<file path="config.mk">
export PLATFORM = sky130hd
export DESIGN_NAME = cpq_fifo
export DESIGN_NICKNAME = d
export VERILOG_FILES = /design/src/rtl/core/cpq_pkg.sv /design/src/rtl/core/cpq_fifo.sv
export SDC_FILE = /design/constraint.sdc
export NUM_CORES = 1
export LEC_CHECK = 0
export ABC_AREA = 1
export BUFFER_PORTS_ARGS = -buffer_cell sky130_fd_sc_hd__clkbuf_2
export CORE_MARGIN = 4
export CORE_UTILIZATION = 45
export CTS_CLUSTER_DIAMETER = 200
export DETAILED_ROUTE_END_ITERATION = 12
export PLACE_DENSITY = 0.75
export SLEW_MARGIN = 20
export SYNTH_ARGS = -nofsm -noshare
export SYNTH_HDL_FRONTEND = slang
export SYNTH_SLANG_ARGS = --single-unit
</file>
<file path="constraint.sdc">
create_clock -name clk_i -period 2.53 [get_ports clk_i]
set_input_delay 0.1265 -clock clk_i [delete_from_list [all_inputs] [get_ports clk_i]]
set_output_delay 0.1265 -clock clk_i [all_outputs]
set_load 0.1 [all_outputs]
</file>
<file path="src/rtl/core/cpq_pkg.sv">
`default_nettype none
package cpq_pkg;

  localparam int CoordW   = 16;
  localparam int DistW    = 32;
  localparam int NumCfg   = 8;
  localparam int CfgIdxW  = 4;
  localparam int NumEdges = 4;

  typedef enum logic [CfgIdxW-1:0] {
    RegTopLeftX     = 4'd0,
    RegTopLeftY     = 4'd1,
    RegTopRightX    = 4'd2,
    RegTopRightY    = 4'd3,
    RegBottomLeftX  = 4'd4,
    RegBottomLeftY  = 4'd5,
    RegBottomRightX = 4'd6,
    RegBottomRightY = 4'd7
  } cfg_reg_e;

  typedef struct packed {
    logic signed [CoordW-1:0] point_x;
    logic signed [CoordW-1:0] point_y;
    logic                     last_point;
  } point_t;

  typedef struct packed {
    logic signed [CoordW-1:0] nearest_x;
    logic signed [CoordW-1:0] nearest_y;
    logic                     found;
  } result_t;

  typedef struct packed {
    logic signed [CoordW-1:0] tl_x;
    logic signed [CoordW-1:0] tl_y;
    logic signed [CoordW-1:0] tr_x;
    logic signed [CoordW-1:0] tr_y;
    logic signed [CoordW-1:0] bl_x;
    logic signed [CoordW-1:0] bl_y;
    logic signed [CoordW-1:0] br_x;
    logic signed [CoordW-1:0] br_y;
  } corners_t;

  // classified point handed from front to back
  typedef struct packed {
    logic signed [CoordW-1:0] x;
    logic signed [CoordW-1:0] y;
    logic                     hit;
    logic                     last;
    logic [DistW-1:0]         dist_sq;
  } item_t;

  typedef struct packed {
    logic valid;
    logic ready;
  } qstat_t;

endpackage
`default_nettype wire

</file>
<file path="src/rtl/core/cpq_fifo.sv">
`default_nettype none
module cpq_fifo (
  input  wire                  clk_i,
  input  wire                  rst_ni,
  input  wire                  push_i,
  input  wire cpq_pkg::item_t  push_data_i,
  input  wire                  pop_i,
  output cpq_pkg::qstat_t      stat_o,
  output cpq_pkg::item_t       head_o
);

  localparam int Depth = 4;
  localparam int PtrW  = $clog2(Depth);
  localparam int CntW  = PtrW + 1;

  cpq_pkg::item_t  mem_q [Depth];
  logic [PtrW-1:0] wr_ptr_q, rd_ptr_q;
  logic [CntW-1:0] count_q;

  assign stat_o.valid = count_q != '0;
  assign stat_o.ready = count_q != CntW'(Depth);
  assign head_o       = mem_q[rd_ptr_q];

  always_ff @(posedge clk_i) begin
    if (push_i) begin
      mem_q[wr_ptr_q] <= push_data_i;
    end
  end

  always_ff @(posedge clk_i or negedge rst_ni) begin
    if (!rst_ni) begin
      wr_ptr_q <= '0;
      rd_ptr_q <= '0;
      count_q  <= '0;
    end else begin
      if (push_i) wr_ptr_q <= wr_ptr_q + 1'b1;
      if (pop_i)  rd_ptr_q <= rd_ptr_q + 1'b1;
      if (push_i && !pop_i) begin
        count_q <= count_q + 1'b1;
      end else if (pop_i && !push_i) begin
        count_q <= count_q - 1'b1;
      end
    end
  end

endmodule
`default_nettype wire

</file>
==> qor.csv, run 1 <==
stage;metric;value;unit
cts;cts_buffer_depth;3;
logic_synthesis;synthSimpleGateAreaFrac;0.0723;
sta;fmax;437;MHz
route;viasPerCell;4.92;
critical_path;slowest_delay;0.48;ns
logic_synthesis;syn_inst;819;
logic_synthesis;synth.distinct_cells;18;
placed_design;place.gp.congestion;0.745;
cells_and_area;fillers;1758;
critical_path;critical_path_buf_inv_count;3;
worst_hold_path;hold_path_depth;2;
logic_synthesis;syn_nets;895;
floorplan;initial_core_util;0.458;
global_routing;grt_pass1_wl;35.5;mm
floorplan;design.portCount;138;
sta;rsz0062_at_grt;no;
critical_path;timing.reg2reg.worst_path_depth;5;
floorplan;dieArea;27300;sq um
critical_path;cp_slowest_cell;dfrtp_4;
cts;numCtsBuffers;27;
cts;htreeDepth;1;
logic_synthesis;synth_xor_area_frac;0.00315;
sta;finalHoldViolations;0;
logic_synthesis;yosys_warnings;0;
logic_synthesis;synthAdderAreaFrac;0.00741;
floorplan;die_w;165;microns
global_routing;antenna_found_initial;1;
critical_path;worstReg2RegStart;wr_ptr_q[0];
cells_and_area;multiInputGateArea;2080;sq um
critical_path;worstPathMaxFanout;24;
sta;drv_slew;0;
floorplan;die_h;165;microns
placed_design;portBuffers;137;
worst_hold_path;worstHoldStart;push_data_i[46];
cts;clk_pin_slew;0.06;ns
route;ant_nets;0;
sta;period_minus_slack;2.29;ns
worst_hold_path;hold_end;mem_q[1][46];
global_routing;gr-total-overflow;0;
placed_design;hpwl;13.2;mm
cts;cts_sinks;271;
logic_synthesis;synth_compound_area_frac;0.104;
cells_and_area;ff_latch_area;8110;sq um
cells_and_area;stdcell_area;14600;sq um
route;routed_wirelength;22.4;mm
route;detail_route.iter0.violations;380;
route;drc;0;
critical_path;crit_chain;inv_2, buf_12, o211ai_1, nand2_1, buf_12;
job;drv_cap;0;
sta;finalCritPeriodShare;0.904;
logic_synthesis;synth_area;11100;sq um
worst_hold_path;min_path_type;input port to flip-flop;
cts;clk_latency;0.53;ns
sta;finalSetupViolations;0;
cells_and_area;fin_util;0.601;
logic_synthesis;yosysSeqAreaShare;0.727;
floorplan;core-area;24300;sq um
critical_path;crit_top_cell;buf_12;
logic_synthesis;synth_top_family_by_area;compound AO/OA/AOI/OAI gates;
cts;cts_tree;built;
critical_path;r2r_slack;0.69;ns
critical_path;worstPathArrival;2.16;ns
logic_synthesis;avgSynthCellArea;13.6;sq um
sta;tns;0;ns
critical_path;required;2.40;ns
critical_path;crit_path_end_kind;primary output;
global_routing;track_usage;0.165;
sta;timing.slew.headroom;0.520;
critical_path;crit_type;flip-flop to primary output;
cells_and_area;nets;1100;
sta;max_slew.worst_pin.slew;0.720;ns
logic_synthesis;muxShareOfSynthArea;0;
placed_design;place_area;13000;sq um
sta;fin_skew;0.0126;ns
route;wire_per_inst;16.4;microns
logic_synthesis;yosys_register_bits;271;
global_routing;grt_max_degree;120;
critical_path;startpoint_type;flip-flop;
sta;hold_ws;0.356;ns
global_routing;grt_pass1_vias;6808;
run_status;status;complete, no violations;
critical_path;crit_family;buffers and inverters;
critical_path;r2r_end;mem_q[0][26];
route;via_count;6725;
route;drtPass1Iterations;4;
floorplan;rows;57;
critical_path;cp.depth;5;
cells_and_area;area_delta_synth_final;31.1;%
cells_and_area;final_layout_size_suffix_gt1_frac;0.218;
cts;cts-root-buf;clkbuf_16;
-- per-layer routing --
metal	global-route usage	vias to the layer above	part of all wire
li1	-	3252	-
met1	0.219	3253	0.42
met2	0.285	184	0.50
met3	0.0318	36	0.062
met4	0.0390	0	0.018
met5	0	-	0
-- metrics by stage --
stage,setup WS [ns],instances
after floorplan,0.149,819
after global routing,0.0859,1366
after detailed placement,0.624,1249
after CTS,0.00505,1365
final,0.243,1366
after global placement,0.626,1249
-- cells by family after synthesis --
kind of cell             count (synthesis)
AO/OA/AOI/OAI                          134
XOR/XNOR                                 4
adder cells (fa/ha/maj)                  6
buffers and inverters                  191
flip-flops                             271
AND/OR/NAND/NOR                        213
-- worst reg2reg max path: cells and delay by family, from the launching register on --
kind          cells  cell delay, ns
buf+inv           3            0.86
simple gates      1            0.09
fa+ha+maj         1            0.20
flops             1            0.42
-- what timing repair did --
item / 4_1_cts / 5_1_grt
hold buffers: 70 / 0
resized for setup: 0 / 1
endpoints found under the setup margin: 0 / 28
buffers inserted: 0 / 0
endpoints found under the hold margin: 275 / 0
-- synth_stat cells, drive strengths merged --
library cell / instances / share of area
nand4: 1 / 0.00056
buf: 40 / 0.035
xnor2: 1 / 0.00079
nand3: 3 / 0.0013
ha: 5 / 0.0056
xor2: 3 / 0.0024
o211ai: 132 / 0.10
nand2: 209 / 0.070
inv: 146 / 0.049
fa: 1 / 0.0018
clkbuf: 5 / 0.0017
o21ai: 2 / 0.00090
dfrtp: 7 / 0.016
edfxtp: 264 / 0.71
-- cell usage in the layout, fill, tap and decap left out, drive strengths merged, types with 2 or more instances in the layout --
cell type,synthesis,final
clkinvlp,0,3
nand2,209,209
ha,5,5
inv,146,143
dfrtp,7,7
xor2,3,3
bufinv,0,4
buf,40,80
nand3,3,3
clkbuf,5,100
o211ai,132,132
edfxtp,264,264
dlygate4sd3,0,70
o21ai,2,2
clkinv,0,13
-- state kept, by name (all words and copies together) (netlist names) --
register / count
mem_q: 264
count_q: 3
rd_ptr_q: 2
wr_ptr_q: 2
-- worst max path at each step --
stage	startpoint	to	slack (ns)
finish	rd_ptr_q[1]	head_o[42]	0.24
CTS	rd_ptr_q[1]	head_o[42]	0.005
global route	rd_ptr_q[0]	head_o[63]	0.09
detailed placement	rd_ptr_q[1]	head_o[3]	0.62
global placement	rd_ptr_q[1]	head_o[35]	0.63
floorplan	wr_ptr_q[0]	mem_q[0][0]	0.15
-- layout make-up --
type / instances / share of cell area
flip-flops and latches: 271 / 0.555
multi-input cells: 357 / 0.142
inverters: 146 / 0.0379
well taps: 324 / 0.0277
repair buffers: 221 / 0.177
clock inverters: 17 / 0.0129
diodes: 1 / 0.000171
clock buffers: 29 / 0.0468
Power of run 1 is left out: the tool's default activity adds up to more than one toggle a clock period on the data nets, which glitch-free logic cannot reach.
==> inputs of run 2 (changes only) <==
==> constraint.sdc (replaced) <==
create_clock -name clk_i -period 2.53 [get_ports clk_i]
set_input_delay 0.6325 -clock clk_i [delete_from_list [all_inputs] [get_ports clk_i]]
set_output_delay 0.6325 -clock clk_i [all_outputs]
set_load 0.1 [all_outputs]
==> qor.csv, run 2 (synthesis results as in run 1) <==
stage;metric;value;unit;change
global_routing;antenna_found_initial;2;;was 1
cts;clk_pin_slew;0.06;ns;about the same
route;routed_wirelength;24.5;mm;was 22.4 mm
cells_and_area;fin_cells;1324;;was 1366
run_status;violations;setup timing;;
job;drv_cap;0;;unchanged
floorplan;core-area;24300;sq um;unchanged
cells_and_area;area_delta_synth_final;30.1;%;was 31.1%
floorplan;dieArea;27300;sq um;unchanged
critical_path;worstReg2RegStart;wr_ptr_q[0];;unchanged
route;drc;0;;unchanged
sta;finalCritPeriodShare;1.03;;was 0.904
cells_and_area;diodes;0;;was 1
sta;fmax;384;MHz;was 437 MHz
placed_design;hpwl;13.2;mm;about the same
cells_and_area;nets;1056;;was 1100
cts;numCtsBuffers;27;;unchanged
worst_hold_path;min_path_type;input port to flip-flop;;unchanged
cts;cts-root-buf;clkbuf_16;;unchanged
route;drtPass1Iterations;5;;was 4
critical_path;r2r_end;mem_q[3][27];;was mem_q[0][26]
global_routing;grt_max_degree;99;;was 120
sta;period_minus_slack;2.60;ns;was 2.29 ns
cts;clk_latency;0.52;ns;was 0.53 ns
critical_path;timing.reg2reg.worst_path_depth;4;;was 5
sta;rsz0062_at_grt;yes;;was no
global_routing;gr-total-overflow;0;;unchanged
sta;fin_skew;0.0124;ns;was 0.0126 ns
critical_path;r2r_slack;0.78;ns;was 0.69 ns
cells_and_area;layout_commonest_cell;edfxtp_1;;unchanged
critical_path;worstPathArrival;1.97;ns;was 2.16 ns
placed_design;place_ws;0.503;ns;was 0.624 ns
placed_design;portBuffers;137;;unchanged
critical_path;crit_chain;buf_12, clkbuf_16, o211ai_1, nand2_1, buf_12;;was inv_2, buf_12, o211ai_1, nand2_1, buf_12
critical_path;critical_path_buf_inv_count;3;;unchanged
worst_hold_path;hold_end;mem_q[2][20];;was mem_q[1][46]
floorplan;rows;57;;unchanged
route;detail_route.iter0.violations;457;;was 380
floorplan;design.portCount;138;;unchanged
cts;cts_sinks;271;;unchanged
cts;cts_tree;built;;unchanged
cells_and_area;mostFrequentLayoutCells;edfxtp_1, nand2_1, inv_1;;unchanged
route;wire_per_inst;18.5;microns;was 16.4 microns
route;via_count;6769;;was 6725
sta;timing.slew.headroom;0.640;;was 0.520
sta;tns;-0.396;ns;was 0 ns
cells_and_area;reg_top3;mem_q (264), count_q (3);;unchanged
cts;cts_buffer_depth;3;;unchanged
floorplan;die_w;165;microns;unchanged
critical_path;slowest_delay;0.52;ns;was 0.48 ns
sta;finalHoldViolations;0;;unchanged
critical_path;required;1.90;ns;was 2.40 ns
critical_path;cp_slowest_cell;dfrtp_4;;unchanged
placed_design;place_area;13100;sq um;was 13000 sq um
cells_and_area;top_register;mem_q;;unchanged
floorplan;initial_core_util;0.458;;unchanged
cells_and_area;largest_reg_flops;264;;unchanged
critical_path;startpoint_type;flip-flop;;unchanged
cts;htreeDepth;1;;unchanged
sta;finalSetupViolations;17;;was 0
critical_path;critPathLaunch;rd_ptr_q[0];;was rd_ptr_q[1]
critical_path;crit_path_end_kind;primary output;;unchanged
placed_design;placed_cells;1252;;was 1249
floorplan;die_h;165;microns;unchanged
cells_and_area;stdcell_area;14500;sq um;was 14600 sq um
sta;drv_slew;0;;unchanged
sta;setup_ws;-0.0749;ns;was 0.243 ns
critical_path;crit_top_cell;buf_12;;unchanged
cells_and_area;final_layout_size_suffix_gt1_frac;0.272;;was 0.218
critical_path;crit_family;buffers and inverters;;unchanged
placed_design;place.gp.congestion;0.707;;was 0.745
worst_hold_path;worstHoldStart;push_data_i[20];;was push_data_i[46]
global_routing;grt_pass1_wl;34.0;mm;was 35.5 mm
critical_path;worstPathMaxFanout;12;;was 24
global_routing;track_usage;0.158;;was 0.165
route;viasPerCell;5.11;;was 4.92
worst_hold_path;hold_path_depth;1;;was 2
global_routing;grt_pass1_vias;6449;;was 6808
run_status;status;complete, but fails checks;;was complete, no violations
critical_path;crit_type;flip-flop to primary output;;unchanged
route;ant_nets;0;;unchanged
sta;max_slew.worst_pin.slew;0.542;ns;was 0.720 ns
cells_and_area;fillers;1792;;was 1758
==> run 2: changes by cell type in the layout (fill, tap and decap cells not counted), sizes merged <==
cell	previous run	this run
buf	80	97
bufinv	4	5
clkbuf	100	116
clkinv	13	5
clkinvlp	3	5
diode	1	0
dlygate4sd3	70	1
==> run 2: how the worst max path moves through the flow <==
stage,slack [ns],cells past startpoint,end
after floorplan,0.29,3,mem_q[1][0]
after global placement,0.56,5,head_o[62]
after detailed placement,0.50,5,head_o[33]
after CTS,-0.06,5,head_o[33]
after global routing,-0.14,5,head_o[64]
final,-0.07,5,head_o[64]
==> run 2: area by class of cell <==
class | instances | area (sq um) | share of cell area
Sequential cell | 271 | 8110 | 0.560
Timing Repair Buffer | 177 | 2350 | 0.162
Inverter | 146 | 563 | 0.0389
Multi-Input combinational cell | 357 | 2140 | 0.148
Clock buffer | 37 | 733 | 0.0506
Tap cell | 324 | 405 | 0.0280
Clock inverter | 12 | 186 | 0.0129
==> run 2: timing repair <==
action / CTS / global route
pin swaps: 0 / 87
setup endpoints to repair: 37 / 66
hold endpoints to repair: 7 / 0
resized for setup: 0 / 34
hold buffers: 1 / 0
buffers inserted: 0 / 5
gates cloned: 0 / 17
==> run 2: through the flow <==
| step | util | hold WS, ns |
|---|---|---|
| CTS | 0.576 | 0.308 |
| detailed placement | 0.538 | 0.488 |
| global placement | 0.538 | 0.477 |
| global route | 0.596 | 0.314 |
| floorplan | - | 0.337 |
| finish | 0.596 | 0.322 |
==> run 2: metal layers <==
layer / share of wire / GRT usage / vias to the layer above
met5: 0.00090 / 0 / -
met1: 0.39 / 0.203 / 3264
met2: 0.51 / 0.277 / 281
met4: 0.022 / 0.0390 / 4
met3: 0.082 / 0.0333 / 44
li1: - / - / 3176
==> run 2: worst reg2reg max path, delay by kind of cell, from the launching register on <==
| kind | cells | cell delay, ns |
|---|---|---|
| buffers and inverters | 2 | 0.74 |
| flip-flops | 1 | 0.42 |
| adder cells (fa/ha/maj) | 1 | 0.21 |
| AND/OR/NAND/NOR | 1 | 0.10 |
Power of run 2 is left out for the same reason.
==> inputs of run 3 (changes only) <==
- CORE_UTILIZATION: 45 -> 52
- PLACE_DENSITY: 0.75 -> 0.84
- SKIP_LAST_GASP: not set -> 1
==> qor.csv, run 3 (synthesis results as in run 1) <==
stage;metric;value;unit;change
route;drtPass1Iterations;6;;was 5
cells_and_area;mostFrequentLayoutCells;edfxtp_1, nand2_1, inv_1;;unchanged
route;detail_route.iter0.violations;415;;was 457
critical_path;worstPathMaxFanout;19;;was 12
cells_and_area;largest_reg_flops;264;;unchanged
cells_and_area;top_register;mem_q;;unchanged
route;viasPerCell;5.40;;was 5.11
sta;fmax;394;MHz;was 384 MHz
cts;cts_sinks;271;;unchanged
run_status;status;complete, but fails checks;;unchanged
placed_design;portBuffers;137;;unchanged
route;ant_nets;0;;unchanged
floorplan;die_w;154;microns;was 165 microns
cells_and_area;nets;1051;;was 1056
global_routing;grt_pass1_vias;6633;;was 6449
critical_path;required;1.90;ns;about the same
placed_design;place.gp.congestion;0.756;;was 0.707
route;routed_wirelength;23.6;mm;was 24.5 mm
floorplan;design.portCount;138;;unchanged
cts;cts_buffer_depth;3;;unchanged
placed_design;hpwl;13.0;mm;was 13.2 mm
cells_and_area;multiInputGateArea;2120;sq um;was 2140 sq um
sta;finalSetupViolations;2;;was 17
worst_hold_path;worstHoldStart;pop_i;;was push_data_i[20]
sta;max_slew.worst_pin.slew;0.542;ns;about the same
route;drc;0;;unchanged
sta;period_minus_slack;2.54;ns;was 2.60 ns
critical_path;crit_path_end_kind;primary output;;unchanged
cts;clk_latency;0.52;ns;about the same
sta;finalHoldViolations;0;;unchanged
cts;cts_tree;built;;unchanged
sta;fin_skew;0.0125;ns;was 0.0124 ns
floorplan;dieArea;23800;sq um;was 27300 sq um
run_status;violations;setup timing;;unchanged
critical_path;crit_type;flip-flop to primary output;;unchanged
route;via_count;6852;;was 6769
critical_path;worstReg2RegStart;wr_ptr_q[0];;unchanged
cells_and_area;fillers;1342;;was 1792
critical_path;critPathLaunch;rd_ptr_q[0];;unchanged
floorplan;initial_core_util;0.530;;was 0.458
floorplan;rows;53;;was 57
cts;numCtsBuffers;27;;unchanged
job;drv_cap;0;;unchanged
floorplan;die_h;154;microns;was 165 microns
route;wire_per_inst;18.6;microns;was 18.5 microns
cts;cts-root-buf;clkbuf_16;;unchanged
global_routing;antenna_found_initial;2;;unchanged
critical_path;startpoint_type;flip-flop;;unchanged
sta;rsz0062_at_grt;yes;;unchanged
worst_hold_path;min_path_type;input port to flip-flop;;unchanged
global_routing;gr-total-overflow;0;;unchanged
sta;hold_ws;0.334;ns;was 0.322 ns
route;top_layer_used;met5;;unchanged
sta;timing.slew.headroom;0.640;;about the same
route;wl_met1;8.96;mm;was 9.52 mm
floorplan;core-area;21000;sq um;was 24300 sq um
route;wl_met3;1.89;mm;was 2.01 mm
cells_and_area;layout_commonest_cell;edfxtp_1;;unchanged
sta;setup_ws;-0.00929;ns;was -0.0749 ns
cells_and_area;ff_latch_area;8110;sq um;unchanged
sta;finalCritPeriodShare;1.00;;was 1.03
cells_and_area;area_delta_synth_final;27.9;%;was 30.1%
cts;clk_pin_slew;0.06;ns;about the same
route;wl_met2;12.1;mm;was 12.4 mm
cts;htreeDepth;1;;unchanged
global_routing;grt_pass1_wl;33.9;mm;was 34.0 mm
sta;drv_slew;0;;unchanged
critical_path;worstPathArrival;1.91;ns;was 1.97 ns
global_routing;track_usage;0.177;;was 0.158
cells_and_area;final_layout_size_suffix_gt1_frac;0.267;;was 0.272
cells_and_area;reg_top3;mem_q (264), count_q (3);;unchanged
global_routing;grt_max_degree;77;;was 99
==> run 3: cell count changes in the layout (fill, tap and decap cells not counted), moves of 2 or more <==
cell       delta
clkbuf_8      -2
nand2_1       +4
clkinv_2      +6
buf_16        +2
nand2_2       -4
clkinv_1      +2
buf_12        -6
clkbuf_1      -5
bufinv_16     -4
buf_6         -4
==> run 3: worst max-delay path: stages, from the launching register on <==
cell,delay [ns]
dfrtp_4,0.49
buf_12,0.18
buf_16,0.16
o211ai_1,0.21
nand2_1,0.16
buf_12,0.20
==> run 3: worst paths after layout <==
check                           depth (start not counted)      endpoint  slack, ns
worst max register to register                          5  mem_q[0][21]       0.88
min in group asynchronous                               2    count_q[2]       0.50
worst min-delay path                                    2   rd_ptr_q[0]       0.33
worst max-delay path                                    5     head_o[2]     -0.009
max in group asynchronous                               2   rd_ptr_q[0]       1.82
worst min register to register                          2    count_q[2]       0.53
==> run 3: what timing repair did <==
item	in CTS	in global routing
cloned	1	12
pin swaps	0	62
buffers inserted	3	2
hold buffers	1	0
endpoints found under the setup margin	66	65
resized for setup	3	24
endpoints found under the hold margin	7	0
==> run 3: metal layers <==
layer	vias up	GRT usage
met3	40	0.0369
met2	282	0.316
met4	2	0.0437
met5	-	0
met1	3364	0.221
li1	3164	-
==> run 3: final cells by class <==
| cell class | instances | share of cell area |
|---|---|---|
| Tap cell | 275 | 0.0242 |
| Antenna cell | 1 | 0.000176 |
| Clock inverter | 18 | 0.00861 |
| Inverter | 146 | 0.0399 |
| Timing Repair Buffer | 172 | 0.161 |
| Clock buffer | 30 | 0.0482 |
| Multi-Input combinational cell | 357 | 0.149 |
| Sequential cell | 271 | 0.569 |
==> run 3: metrics by stage <==
stage	TNS (ns)	instance area, sq um	setup slack [ns]	cells	utilization
after global placement	0	13000	0.470	1202	0.619
after CTS	-0.726	13900	-0.0626	1255	0.661
after detailed placement	0	13000	0.413	1202	0.619
final	-0.0133	14200	-0.00929	1270	0.678
after global routing	-2.56	14200	-0.0923	1270	0.678
after floorplan	0	11200	0.288	819	-
Power of run 3 is left out for the same reason.
