## config.mk

```make
export PLATFORM = sky130hd
export DESIGN_NAME = cpq_back
export DESIGN_NICKNAME = d
export VERILOG_FILES = /design/src/rtl/core/cpq_pkg.sv /design/src/rtl/core/cpq_back.sv
export SDC_FILE = /design/constraint.sdc
export NUM_CORES = 1
export LEC_CHECK = 0
export ABC_AREA = 1
export BUFFER_PORTS_ARGS = -buffer_cell sky130_fd_sc_hd__buf_4
export CAP_MARGIN = 25
export CORE_MARGIN = 10
export CORE_UTILIZATION = 58
export CTS_CLUSTER_DIAMETER = 200
export DETAILED_ROUTE_END_ITERATION = 7
export GPL_TIMING_DRIVEN = 0
export PLACE_DENSITY = 0.84
export SETUP_SLACK_MARGIN = 0.5
export SLEW_MARGIN = 20
export SYNTH_ARGS = -nofsm -noshare
export SYNTH_HDL_FRONTEND = slang
export SYNTH_SLANG_ARGS = --single-unit
```

## constraint.sdc

```tcl
create_clock -name clk_i -period 6.54 [get_ports clk_i]
set_input_delay 0.981 -clock clk_i [delete_from_list [all_inputs] [get_ports clk_i]]
set_output_delay 0.981 -clock clk_i [all_outputs]
set_load 0.005 [all_outputs]
```

## src/rtl/core/cpq_pkg.sv

```systemverilog
`default_nettype none
package cpq_pkg;

  localparam int CoordW   = 16;
  localparam int DistW    = 32;
  localparam int NumCfg   = 8;
  localparam int CfgIdxW  = 4;
  localparam int NumEdges = 4;

  typedef enum logic [CfgIdxW-1:0] {
    RegTopLeftX     = 4'd0,
    RegTopLeftY     = 4'd1,
    RegTopRightX    = 4'd2,
    RegTopRightY    = 4'd3,
    RegBottomLeftX  = 4'd4,
    RegBottomLeftY  = 4'd5,
    RegBottomRightX = 4'd6,
    RegBottomRightY = 4'd7
  } cfg_reg_e;

  typedef struct packed {
    logic signed [CoordW-1:0] point_x;
    logic signed [CoordW-1:0] point_y;
    logic                     last_point;
  } point_t;

  typedef struct packed {
    logic signed [CoordW-1:0] nearest_x;
    logic signed [CoordW-1:0] nearest_y;
    logic                     found;
  } result_t;

  typedef struct packed {
    logic signed [CoordW-1:0] tl_x;
    logic signed [CoordW-1:0] tl_y;
    logic signed [CoordW-1:0] tr_x;
    logic signed [CoordW-1:0] tr_y;
    logic signed [CoordW-1:0] bl_x;
    logic signed [CoordW-1:0] bl_y;
    logic signed [CoordW-1:0] br_x;
    logic signed [CoordW-1:0] br_y;
  } corners_t;

  // classified point handed from front to back
  typedef struct packed {
    logic signed [CoordW-1:0] x;
    logic signed [CoordW-1:0] y;
    logic                     hit;
    logic                     last;
    logic [DistW-1:0]         dist_sq;
  } item_t;

  typedef struct packed {
    logic valid;
    logic ready;
  } qstat_t;

endpackage
`default_nettype wire

```

## src/rtl/core/cpq_back.sv

```systemverilog
`default_nettype none
module cpq_back (
  input  wire                  clk_i,
  input  wire                  rst_ni,
  input  wire cpq_pkg::qstat_t stat_i,
  input  wire cpq_pkg::item_t  head_i,
  output logic                 pop_o,
  output logic                 out_valid_o,
  input  wire                  out_stall_i,
  output cpq_pkg::result_t     out_data_o
);

  localparam int CW   = cpq_pkg::CoordW;
  localparam int DstW = cpq_pkg::DistW;

  logic signed [CW-1:0] best_x_q, best_y_q;
  logic [DstW-1:0]      best_d_q;
  logic                 have_best_q;
  logic                 out_valid_q;
  cpq_pkg::result_t     out_data_q;

  logic                 better;
  logic signed [CW-1:0] upd_x, upd_y;
  logic                 upd_have;

  assign pop_o  = stat_i.valid && !(head_i.last && out_valid_q && out_stall_i);
  assign better = head_i.hit && (!have_best_q || head_i.dist_sq < best_d_q);
  assign upd_x    = better ? head_i.x : best_x_q;
  assign upd_y    = better ? head_i.y : best_y_q;
  assign upd_have = better || have_best_q;

  always_ff @(posedge clk_i or negedge rst_ni) begin
    if (!rst_ni) begin
      best_x_q    <= '0;
      best_y_q    <= '0;
      best_d_q    <= '1;
      have_best_q <= 1'b0;
      out_valid_q <= 1'b0;
    end else begin
      if (pop_o && head_i.last) begin
        best_x_q    <= '0;
        best_y_q    <= '0;
        best_d_q    <= '1;
        have_best_q <= 1'b0;
        out_valid_q <= 1'b1;
      end else begin
        if (pop_o && better) begin
          best_x_q    <= head_i.x;
          best_y_q    <= head_i.y;
          best_d_q    <= head_i.dist_sq;
          have_best_q <= 1'b1;
        end
        if (!out_stall_i) out_valid_q <= 1'b0;
      end
    end
  end

  always_ff @(posedge clk_i) begin
    if (pop_o && head_i.last) begin
      out_data_q.nearest_x <= upd_have ? upd_x : '0;
      out_data_q.nearest_y <= upd_have ? upd_y : '0;
      out_data_q.found     <= upd_have;
    end
  end

  assign out_valid_o = out_valid_q;
  assign out_data_o  = out_data_q;

  a_clear_after_last: assert property (@(posedge clk_i) disable iff (!rst_ni)
    (pop_o && head_i.last) |=> !have_best_q && best_d_q == '1)
    else $error("scan state not cleared after last point");

  a_best_positive_y: assert property (@(posedge clk_i) disable iff (!rst_ni)
    have_best_q |-> best_y_q > 0)
    else $error("kept point has non-positive y");

  a_empty_dist: assert property (@(posedge clk_i) disable iff (!rst_ni)
    !have_best_q |-> best_d_q == '1)
    else $error("distance not at reset value while nothing kept");

  a_none_zero: assert property (@(posedge clk_i) disable iff (!rst_ni)
    (out_valid_q && !out_data_q.found) |->
      (out_data_q.nearest_x == '0 && out_data_q.nearest_y == '0))
    else $error("nonzero coordinates on empty result");

  a_no_pop_empty: assert property (@(posedge clk_i) disable iff (!rst_ni)
    pop_o |-> stat_i.valid)
    else $error("pop from empty queue");

endmodule
`default_nettype wire

```

==> summary.txt, run 1 <==
Clocking
  – Total CTS buffers: 9
  – Worst-skew pair later-pin latency: 0.37 ns
  – Clk slew on worst S/H paths: 0.10 ns
  – Clock Tree Root: clkbuf_8
  – Sink Count: 99
  – Clock Tree Buf Depth: 2
  – Setup repair bufs after CTS: 0
  – H-tree levels: 3
  – CTS Hold Bufs: 0
  – Post-CTS Resized: 0
  – CTS tree: yes

Pwr
  – Total Power: 1.59 mW
  – Switch Pwr: 498 uW
  – Clk pwr share: 0.257
  – Sequential group share of total power: 0.496
  – Combinational fraction of design power: 0.247
  – Pint: 1.09 mW
  – PwrDens: 251 mW/mm^2
  – Switching Fraction: 0.314
  – Leak: 3.33 nW
  – Max rail drop VDD: 0.139 mV

Synth
  – Mapped Nets: 684
  – Avg Inst Size Synth: 8.93 um^2
  – Ys Warns: 0
  – Sequential share of the synthesized area: 0.516
  – Number of distinct library cells after synthesis: 24
  – Post-synthesis register bit count: 99
  – Post-Syn Area: 0.00520 mm^2
  – Cells after synthesis: 582

Route
  – Total vias in the final route: 4630
  – Wire length per cell: 16.4 um
  – Post-route ant nets: 0
  – DRT Wirelength: 13200 um
  – 1st-pass router iterations: 5
  – DRC violations left: 0
  – DR iter-0 viols: 267
  – Vias per inst: 5.72

STA
  – Max Freq: 335 MHz
  – Setup TNS: 0 ns
  – Slew Viols, Final: 0
  – Slew headroom: 0.442
  – Clock Skew: 0.00893 ns
  – Hold slack: 0.484 ns
  – Final Setup Violations: 0
  – Final setup margin: 3.56 ns
  – Final Hold Viols: 0
  – Tmin final: 2.98 ns
  – Slew @ Worst Pin: 0.837 ns
  – Crit share post-route: 0.456
  – RSZ-0062 raised after global routing: false

Cells and area
  – Final Non-Filler Cells: 809
  – Final core utilization: 0.723
  – Net count, final: 798
  – Fill cells: 661
  – Design area: 0.00631 mm^2
  – Layout overhead on the synthesized area: 21.3%
  – Share of layout cells above drive strength 1: 0.272
  – Diode count: 0

Floorplan
  – Initial Utilization: 0.596
  – Die Area: 0.0131 mm^2
  – Die height: 115 um
  – Row count: 34
  – Chip width: 115 um
  – Core Area: 0.00872 mm^2
  – Io pins: 106

Job
  – Max_cap viols: 0

Setup path
  – Crit path capture type: primary output
  – Crit path required time: 5.56 ns
  – Crit path DAT: 2.00 ns
  – Crit path launch type: input port
  – R2r setup slk: 4.10 ns
  – Crit-path max FO: 10
  – Critical path type: input port to primary output

Hold path
  – Hold Path Class: flop to flop

Global routing
  – First-pass GRT wire length: 22000 um
  – GRT Overall Usage: 0.203
  – Largest net degree at the start of global routing: 67
  – Vias in the first global route: 4650
  – Total congestion overflow: 0
  – Initial antenna violation count: 0

Placed design
  – GP Congestion: 0.856
  – Post-DP HPWL: 9880 um
  – Placed instance area: 0.00611 mm^2
  – DP Worst Slack: 3.56 ns
  – Placed Cells: 793
  – PortBufs: 103

Status
  – Status: finished, final reports clean
## routing by layer
| layer | global-route usage | routed length, um |
|---|---|---|
| met2 | 0.329 | 6440 |
| met4 | 0.0894 | 346 |
| met3 | 0.0498 | 1040 |
| met5 | 0 | 0 |
| met1 | 0.250 | 5410 |
## critical path, cell delays in order
cell      delay (ns)
buf_4           0.10
nand2_1         0.07
o21ai_1         0.10
inv_2           0.14
clkbuf_1        0.40
buf_4           0.20
## synth_stat cells (all sizes together)
master | number | area (um^2)
dfstp | 32 | 841
clkbuf | 14 | 52.6
dfrtp | 34 | 851
nand2 | 166 | 641
buf | 25 | 173
a21oi | 19 | 98.9
nor3 | 2 | 10.0
o21ai | 6 | 30.0
edfxtp | 33 | 991
ha | 31 | 388
or2 | 1 | 6.26
nor2 | 10 | 37.5
nand4 | 32 | 200
nand3 | 128 | 691
inv | 48 | 180
a21o | 1 | 7.51
## logic make-up (layout without fill, tap and decap cells)
kind of cell / count (synthesis) / in the layout / synth area share
compound gates: 26 / 26 / 0.0262
fa+ha+maj: 31 / 31 / 0.0746
buf+inv: 87 / 206 / 0.0780
flops: 99 / 99 / 0.516
simple gates: 339 / 339 / 0.305
## sequential cells by signal, summed over array words and instances (netlist names)
| name | flops |
|---|---|
| best_d_q | 32 |
| best_y_q | 16 |
| best_x_q | 16 |
| out_data_o | 33 |
| out_valid_o | 1 |
| have_best_q | 1 |
## final timing paths
| kind | from | end | cells after the start |
|---|---|---|---|
| worst max-delay path | out_stall_i | pop_o | 6 |
| worst min-delay path | best_d_q[29]$_DFFE_PN1P_ | best_d_q[29]$_DFFE_PN1P_ | 2 |
| worst max register to register | best_d_q[5]$_DFFE_PN1P_ | out_data_o[14]$_SDFFCE_PN0P_ | 17 |
| worst min register to register | best_d_q[29]$_DFFE_PN1P_ | best_d_q[29]$_DFFE_PN1P_ | 2 |
| max in group asynchronous | rst_ni | best_y_q[14]$_DFFE_PN0P_ | 1 |
| min in group asynchronous | rst_ni | out_valid_o$_DFFE_PN0P_ | 1 |
## power by group through the flow
stage               Combinational, mW  Sequential (mW)  Clock (mW)
detailed placement              0.391            0.798           0
finish                          0.391            0.787       0.408
global route                    0.446            0.796       0.428
floorplan                       0.250            0.789           0
global placement                0.370            0.793           0
CTS                             0.392            0.786       0.407
## area by class of cell
class / count / area (um^2) / share of cell area
buffer: 39 / 225 / 0.0357
multi-input combinational: 396 / 2110 / 0.335
sequential: 99 / 2680 / 0.425
timing repair buffer: 103 / 773 / 0.123
clock inverter: 7 / 76.3 / 0.0121
inverter: 48 / 180 / 0.0286
tap: 108 / 135 / 0.0214
clock buffer: 9 / 124 / 0.0196
## layout by cell type, fill, tap and decap left out, types with 8 or more instances in the layout
cell type and instances:
nor2_1 10, clkbuf_1 14, nand2_1 163, nand3_1 118
inv_1 44, clkbuf_8 9, dfrtp_1 34, ha_1 31
buf_4 103, a21oi_1 18, dfstp_2 32, buf_6 8
nand3_2 10, buf_2 15, edfxtp_1 33, nand4_1 32
Power figures use the tool's default switching activity.
==> inputs of run 2 (changes only) <==
--- a/config.mk
+++ b/config.mk
@@ -9,11 +9,11 @@
 export BUFFER_PORTS_ARGS = -buffer_cell sky130_fd_sc_hd__buf_4
 export CAP_MARGIN = 25
 export CORE_MARGIN = 10
-export CORE_UTILIZATION = 58
+export CORE_UTILIZATION = 55
 export CTS_CLUSTER_DIAMETER = 200
 export DETAILED_ROUTE_END_ITERATION = 7
 export GPL_TIMING_DRIVEN = 0
-export PLACE_DENSITY = 0.84
+export PLACE_DENSITY = 0.8
 export SETUP_SLACK_MARGIN = 0.5
 export SLEW_MARGIN = 20
 export SYNTH_ARGS = -nofsm -noshare
==> constraint.sdc (replaced) <==
create_clock -name clk_i -period 2.75 [get_ports clk_i]
set_input_delay 0.4125 -clock clk_i [delete_from_list [all_inputs] [get_ports clk_i]]
set_output_delay 0.4125 -clock clk_i [all_outputs]
set_load 0.005 [all_outputs]
==> run 2 against run 1 <==
  * Routed wire length is 14% higher
  * Clock power grew 120%
  * Global-route usage up 0.12 points
  * Utilization grew 5.6 points
  * Clock skew up 0.0060 ns
  * Sequential cell count unchanged
  * Total power rose to 2.6 times the previous value
  * Sequential power up 140%
  * Design area increased by 14%
  * Critical path depth increased by 8
==> summary.txt, run 2 (same netlist as run 1, synthesis figures left out) <==
Status
  – Status: finished, final reports clean (unchanged)

Route
  – Vias per inst: 5.72 (about the same)
  – DRT Wirelength: 15100 um (was 13200 um)
  – DR iter-0 viols: 318 (was 267)
  – Total vias in the final route: 4840 (was 4630)
  – Post-route ant nets: 0 (unchanged)
  – 1st-pass router iterations: 6 (was 5)
  – Wire length per cell: 17.8 um (was 16.4 um)
  – DRC violations left: 0 (unchanged)

Cells and area
  – Commonest cells after routing, fill and taps aside: 125 x nand2_1, 108 x buf_4, 89 x nand3_1, 38 x inv_1, 36 x nand3_2 (was 163 x nand2_1, 118 x nand3_1, 103 x buf_4, 44 x inv_1, 34 x dfrtp_1)
  – Max FFs per register: 33 (unchanged)
  – Commonest non-fill, non-tap cell in the layout: nand2_1 (unchanged)
  – Layout overhead on the synthesized area: 38.5% (was 21.3%)
  – Share of layout cells above drive strength 1: 0.445 (was 0.272)
  – Fill cells: 564 (was 661)
  – Final Non-Filler Cells: 846 (was 809)
  – Diode count: 0 (unchanged)
  – Net count, final: 814 (was 798)

Floorplan
  – Die Area: 0.0137 mm^2 (was 0.0131 mm^2)
  – Row count: 35 (was 34)
  – Core Area: 0.00924 mm^2 (was 0.00872 mm^2)
  – Chip width: 117 um (was 115 um)
  – Io pins: 106 (unchanged)
  – Initial Utilization: 0.562 (was 0.596)
  – Die height: 117 um (was 115 um)

Global routing
  – GRT Overall Usage: 0.204 (was 0.203)
  – Vias in the first global route: 4698 (was 4650)
  – Largest net degree at the start of global routing: 67 (unchanged)
  – Initial antenna violation count: 0 (unchanged)
  – First-pass GRT wire length: 22500 um (was 22000 um)
  – Total congestion overflow: 0 (unchanged)

Clocking
  – CTS tree: yes (unchanged)
  – Sink Count: 99 (unchanged)
  – Worst-skew pair later-pin latency: 0.37 ns (about the same)
  – Clk slew on worst S/H paths: 0.11 ns (was 0.10 ns)
  – Clock Tree Buf Depth: 2 (unchanged)
  – Total CTS buffers: 9 (unchanged)
  – H-tree levels: 3 (unchanged)
  – Clock Tree Root: clkbuf_8 (unchanged)

Placed design
  – Placed Cells: 814 (was 793)
  – PortBufs: 103 (unchanged)
  – GP Congestion: 0.818 (was 0.856)
  – Post-DP HPWL: 9600 um (was 9880 um)

Pwr
  – Combinational fraction of design power: 0.319 (was 0.247)
  – PwrDens: 570 mW/mm^2 (was 251 mW/mm^2)
  – Pint: 2.71 mW (was 1.09 mW)
  – Clk pwr share: 0.221 (was 0.257)
  – Switching Fraction: 0.340 (was 0.314)
  – Switch Pwr: 1.39 mW (was 498 uW)
  – Sequential group share of total power: 0.460 (was 0.496)
  – Max rail drop VDD: 0.349 mV (was 0.139 mV)
  – Leak: 3.53 nW (was 3.33 nW)

STA
  – Final Hold Viols: 0 (unchanged)
  – Tmin final: 2.35 ns
  – Max Freq: 426 MHz
  – Final Setup Violations: 0 (unchanged)
  – Clock Skew: 0.0149 ns (was 0.00893 ns)
  – Crit share post-route: 0.854
  – RSZ-0062 raised after global routing: true (was false)
  – Slew Viols, Final: 0 (unchanged)
  – Slew @ Worst Pin: 0.867 ns (was 0.837 ns)
  – Slew headroom: 0.422 (was 0.442)
  – Setup TNS: 0 ns (unchanged)

Setup path
  – Crit path DAT: 2.48 ns (was 2.00 ns)
  – Crit path required time: 2.88 ns (was 5.56 ns)
  – Crit path max-delay cell type: dfstp_2 (was clkbuf_1)
  – Crit path launch type: flop (was input port)
  – Worst reg2reg startpoint: best_d_q[17]$_DFFE_PN1P_ (was best_d_q[5]$_DFFE_PN1P_)
  – CP Buf/Inv Count: 3 (was 4)
  – CP max stage delay: 0.55 ns (was 0.40 ns)
  – Crit path from: best_d_q[17]$_DFFE_PN1P_ (was out_stall_i)
  – Crit path capture type: flop (was primary output)
  – R2r endpoint: out_data_o[5]$_SDFFCE_PN0P_ (was out_data_o[14]$_SDFFCE_PN0P_)
  – Critical path type: flop to flop (was input port to primary output)
  – Worst path top cell family by delay: simple AND/OR/NAND/NOR gates (was buffers and inverters)
  – Worst r2r path cells: 14 (was 17)
  – R2r setup slk: 0.40 ns (was 4.10 ns)
  – Crit-path max FO: 8 (was 10)
  – Crit path cell chain: inv_1 > ha_4 > a21oi_2 > o21ai_1 > nand2_1 > nand3_1 > a21oi_2 > nand2_2 > nand2_4 > nand2_4 > buf_12 > clkbuf_16 > nand3_1 > nand2_1 (was buf_4 > nand2_1 > o21ai_1 > inv_2 > clkbuf_1 > buf_4)
  – Levels on crit path: 14 (was 6)
  – CP endpoint: out_data_o[5]$_SDFFCE_PN0P_ (was pop_o)

Job
  – Max_cap viols: 0 (unchanged)

Hold path
  – Hold Path Class: input port to async pin (was flop to flop)
[run 2: worst min-delay path by stage]
stage / start / to / slack [ns] / cells past startpoint
floorplan: rst_ni / best_x_q[0]$_DFFE_PN0P_ / 0.12 / 0
global placement: best_d_q[30]$_DFFE_PN1P_ / best_d_q[30]$_DFFE_PN1P_ / 0.47 / 2
detailed placement: best_d_q[10]$_DFFE_PN1P_ / best_d_q[10]$_DFFE_PN1P_ / 0.47 / 2
CTS: rst_ni / best_x_q[3]$_DFFE_PN0P_ / 0.18 / 1
global route: rst_ni / best_y_q[5]$_DFFE_PN0P_ / 0.20 / 1
finish: rst_ni / best_y_q[5]$_DFFE_PN0P_ / 0.16 / 1
[run 2: layout make-up]
class	count	area, um^2	share of cell area
Clock inverter	7	58.8	0.00817
Buffer	39	297	0.0412
Sequential cell	99	2680	0.373
Inverter	48	183	0.0254
Clock buffer	9	124	0.0172
Multi-Input combinational cell	396	2700	0.375
Tap cell	129	161	0.0224
Timing Repair Buffer	119	995	0.138
[run 2: through the flow]
| step | util | cell area (um^2) | setup WS [ns] | hold slack, ns | total power, mW |
|---|---|---|---|---|---|
| detailed placement | 0.664 | 6130 | 0.343 | 0.473 | 2.82 |
| global route | 0.779 | 7200 | 0.277 | 0.196 | 4.32 |
| global placement | 0.664 | 6130 | 0.311 | 0.469 | 2.77 |
| floorplan | - | 5200 | 0.627 | 0.117 | 2.47 |
| CTS | 0.716 | 6620 | 0.445 | 0.179 | 3.82 |
| finish | 0.779 | 7200 | 0.401 | 0.160 | 4.10 |
[run 2: what timing repair did]
item | in CTS | in global routing
hold endpoints to repair | 0 | 0
gates resized for setup | 59 | 94
buffers inserted | 7 | 3
pin swaps | 16 | 44
hold buffers | 0 | 0
endpoints found under the setup margin | 74 | 97
cloned | 3 | 3
[run 2: metal layers]
metal | global-route usage | wire length [um] | up-vias
li1 | - | - | 2226
met1 | 0.255 | 5690 | 2318
met2 | 0.342 | 7700 | 255
met3 | 0.0382 | 1320 | 41
met4 | 0.0791 | 344 | 0
met5 | 0 | 0 | -
[run 2: power groups by stage]
stage	registers, mW	logic (mW)	clock network [mW]
detailed placement	1.89	0.928	0
global placement	1.89	0.884	0
CTS	1.87	1.05	0.904
finish	1.89	1.31	0.909
floorplan	1.88	0.594	0
global route	1.91	1.44	0.972
[run 2: worst reg2reg max path, stage by stage (launching register included)]
cell,delay [ns]
dfstp_2,0.55
inv_1,0.06
ha_4,0.22
a21oi_2,0.13
o21ai_1,0.07
nand2_1,0.08
nand3_1,0.10
a21oi_2,0.17
nand2_2,0.08
nand2_4,0.09
nand2_4,0.08
buf_12,0.17
clkbuf_16,0.17
nand3_1,0.07
nand2_1,0.06
==> inputs of run 3 (changes only) <==
--- a/config.mk
+++ b/config.mk
@@ -9,11 +9,10 @@
 export BUFFER_PORTS_ARGS = -buffer_cell sky130_fd_sc_hd__buf_4
 export CAP_MARGIN = 25
 export CORE_MARGIN = 10
-export CORE_UTILIZATION = 55
+export CORE_UTILIZATION = 40
 export CTS_CLUSTER_DIAMETER = 200
 export DETAILED_ROUTE_END_ITERATION = 7
 export GPL_TIMING_DRIVEN = 0
-export PLACE_DENSITY = 0.8
 export SETUP_SLACK_MARGIN = 0.5
 export SLEW_MARGIN = 20
 export SYNTH_ARGS = -nofsm -noshare
==> run 3 against run 2 <==
  * Utilization shrank 24 points
  * Design area shrank 5.6%
  * Worst setup slack gained 0.052 ns
  * Global-route usage shrank 5.0 points
==> summary.txt, run 3 (same netlist as run 1, synthesis figures left out) <==
Clocking
  – Worst-skew pair later-pin latency: 0.35 ns (was 0.37 ns)
  – CTS Hold Bufs: 0 (unchanged)
  – H-tree levels: 3 (unchanged)
  – Total CTS buffers: 9 (unchanged)
  – CTS tree: yes (unchanged)
  – Clock Tree Root: clkbuf_16 (was clkbuf_8)
  – Clk slew on worst S/H paths: 0.07 ns (was 0.11 ns)
  – Clock Tree Buf Depth: 2 (unchanged)
  – Sink Count: 99 (unchanged)

Cells and area
  – Final Non-Filler Cells: 883 (was 846)
  – Net count, final: 808 (was 814)
  – Share of layout cells above drive strength 1: 0.336 (was 0.445)
  – Diode count: 0 (unchanged)
  – Commonest non-fill, non-tap cell in the layout: nand2_1 (unchanged)
  – Commonest cells after routing, fill and taps aside: 145 x nand2_1, 117 x nand3_1, 117 x buf_4, 38 x inv_1, 34 x dfrtp_1 (was 125 x nand2_1, 108 x buf_4, 89 x nand3_1, 38 x inv_1, 36 x nand3_2)
  – Layout overhead on the synthesized area: 30.8% (was 38.5%)
  – Max FFs per register: 33 (unchanged)
  – Design area: 0.00680 mm^2 (was 0.00720 mm^2)
  – Final core utilization: 0.536 (was 0.779)

Setup path
  – Crit path DAT: 2.41 ns (was 2.48 ns)
  – Worst reg2reg startpoint: best_d_q[1]$_DFFE_PN1P_ (was best_d_q[17]$_DFFE_PN1P_)
  – Worst r2r path cells: 19 (was 14)
  – Crit-path max FO: 7 (was 8)
  – Crit path cell chain: inv_2 > ha_4 > nand2_1 > nand2_1 > nand2_1 > nand2_1 > nand2_1 > nand2_1 > nand2_1 > nand2_1 > nand2_1 > nand2_2 > nand2_4 > nand2_4 > inv_4 > buf_8 > buf_4 > nand2_1 > nand2_1 (was inv_1 > ha_4 > a21oi_2 > o21ai_1 > nand2_1 > nand3_1 > a21oi_2 > nand2_2 > nand2_4 > nand2_4 > buf_12 > clkbuf_16 > nand3_1 > nand2_1)
  – R2r endpoint: out_data_o[21]$_SDFFCE_PN0P_ (was out_data_o[5]$_SDFFCE_PN0P_)
  – Crit path launch type: flop (unchanged)
  – CP Buf/Inv Count: 4 (was 3)
  – Crit path max-delay cell type: dfstp_2 (unchanged)
  – Critical path type: flop to flop (unchanged)
  – R2r setup slk: 0.45 ns (was 0.40 ns)
  – CP max stage delay: 0.53 ns (was 0.55 ns)
  – Crit path required time: 2.86 ns (was 2.88 ns)
  – Worst path top cell family by delay: simple AND/OR/NAND/NOR gates (unchanged)
  – Most common cell on crit path: nand2_1
  – Crit path capture type: flop (unchanged)

Global routing
  – Vias in the first global route: 4595 (was 4698)
  – M2 GR Usage: 0.259 (was 0.342)
  – Largest net degree at the start of global routing: 67 (unchanged)
  – First-pass GRT wire length: 22600 um (was 22500 um)
  – GRT busiest layer: met2 (unchanged)
  – GRT Overall Usage: 0.154 (was 0.204)
  – Total congestion overflow: 0 (unchanged)
  – Initial antenna violation count: 0 (unchanged)
  – Met1 usage: 0.188 (was 0.255)
  – Met3 usage: 0.0418 (was 0.0382)

Route
  – Wire length per cell: 15.8 um (was 17.8 um)
  – DR iter-0 viols: 314 (was 318)
  – DRT Wirelength: 14000 um (was 15100 um)
  – DRC violations left: 0 (unchanged)
  – Post-route ant nets: 0 (unchanged)
  – Vias per inst: 5.07 (was 5.72)
  – 1st-pass router iterations: 4 (was 6)
  – Total vias in the final route: 4476 (was 4840)

Floorplan
  – Die Area: 0.0180 mm^2 (was 0.0137 mm^2)
  – Initial Utilization: 0.410 (was 0.562)
  – Core Area: 0.0127 mm^2 (was 0.00924 mm^2)
  – Io pins: 106 (unchanged)
  – Chip width: 134 um (was 117 um)
  – Die height: 134 um (was 117 um)
  – Row count: 41 (was 35)

STA
  – Max Freq: 435 MHz (was 426 MHz)
  – Final setup margin: 0.453 ns (was 0.401 ns)
  – Crit share post-route: 0.835 (was 0.854)
  – Setup TNS: 0 ns (unchanged)
  – Final Hold Viols: 0 (unchanged)
  – Slew headroom: 0.411 (was 0.422)
  – Final Setup Violations: 0 (unchanged)
  – Clock Skew: 0.00957 ns (was 0.0149 ns)
  – Slew @ Worst Pin: 0.883 ns (was 0.867 ns)
  – Tmin final: 2.30 ns (was 2.35 ns)
  – RSZ-0062 raised after global routing: true (unchanged)
  – Slew Viols, Final: 0 (unchanged)

Pwr
  – Combinational fraction of design power: 0.249 (was 0.319)
  – Switch Pwr: 1.25 mW (was 1.39 mW)
  – Clk pwr share: 0.311 (was 0.221)
  – Sequential group share of total power: 0.440 (was 0.460)
  – Switching Fraction: 0.294 (was 0.340)
  – Pint: 3.00 mW (was 2.71 mW)
  – Leak: 3.47 nW (was 3.53 nW)
  – PwrDens: 625 mW/mm^2 (was 570 mW/mm^2)
  – Max rail drop VDD: 0.234 mV (was 0.349 mV)

Placed design
  – GP Congestion: 0.805 (was 0.818)
  – Post-DP HPWL: 9900 um (was 9600 um)
  – DP Worst Slack: 0.337 ns (was 0.343 ns)
  – Placed instance area: 0.00619 mm^2 (was 0.00613 mm^2)
  – Placed Cells: 857 (was 814)
  – PortBufs: 103 (unchanged)

Status
  – Status: finished, final reports clean (unchanged)

Hold path
  – Hold Path Class: input port to async pin (unchanged)

Job
  – Max_cap viols: 0 (unchanged)
==> run 3: worst reg2reg max path, cell delays in order (launching register included) <==
cell	delay, ns
dfstp_2	0.53
inv_2	0.04
ha_4	0.25
nand2_1	0.05
nand2_1	0.06
nand2_1	0.04
nand2_1	0.05
nand2_1	0.05
nand2_1	0.07
nand2_1	0.05
nand2_1	0.07
nand2_1	0.06
nand2_2	0.08
nand2_4	0.08
nand2_4	0.12
inv_4	0.05
buf_8	0.14
buf_4	0.15
nand2_1	0.06
nand2_1	0.04
==> run 3: per-layer routing <==
| layer | up-vias | wire length, um |
|---|---|---|
| li1 | 2217 | - |
| met1 | 2133 | 6140 |
| met2 | 114 | 6800 |
| met3 | 12 | 876 |
| met4 | 0 | 159 |
| met5 | - | 0 |
==> run 3: final cells by class <==
| type | count | area [um^2] |
|---|---|---|
| fillers | 1228 | 5870 |
| plain buffers | 39 | 280 |
| clock buffers | 11 | 253 |
| flip-flops and latches | 99 | 2680 |
| multi-input cells | 396 | 2260 |
| clock inverters | 5 | 58.8 |
| repair buffers | 113 | 866 |
| inverters | 48 | 183 |
| well taps | 172 | 215 |
==> run 3: power groups by stage <==
stage	Sequential, mW	Combinational (mW)	Clock (mW)
floorplan	1.88	0.594	0
global placement	1.89	0.908	0
detailed placement	1.89	0.936	0
CTS	1.87	1.00	1.34
global route	1.89	1.21	1.38
finish	1.87	1.06	1.32
==> run 3: through the flow <==
stage	hold WS, ns	total power [mW]
2_1_floorplan	0.117	2.47
3_3_place_gp	0.469	2.79
3_5_place_dp	0.472	2.83
4_1_cts	0.221	4.21
5_1_grt	0.265	4.48
6_report	0.195	4.25
==> run 3: worst max path at each step <==
stage	cells after the start	from	to	slack [ns]
2_1_floorplan	17	best_d_q[15]$_DFFE_PN1P_	out_data_o[11]$_SDFFCE_PN0P_	0.63
3_3_place_gp	6	out_stall_i	out_data_o[26]$_SDFFCE_PN0P_	0.27
3_5_place_dp	17	best_d_q[15]$_DFFE_PN1P_	out_data_o[11]$_SDFFCE_PN0P_	0.34
4_1_cts	17	best_d_q[15]$_DFFE_PN1P_	out_data_o[21]$_SDFFCE_PN0P_	0.41
5_1_grt	19	best_d_q[1]$_DFFE_PN1P_	out_data_o[26]$_SDFFCE_PN0P_	0.31
6_report	19	best_d_q[1]$_DFFE_PN1P_	out_data_o[21]$_SDFFCE_PN0P_	0.45
==> run 3: repair_timing <==
action	in CTS	in global routing
endpoints found under the setup margin	76	97
gates cloned	1	1
buffers inserted	7	1
pin swaps	6	11
resized for setup	23	41
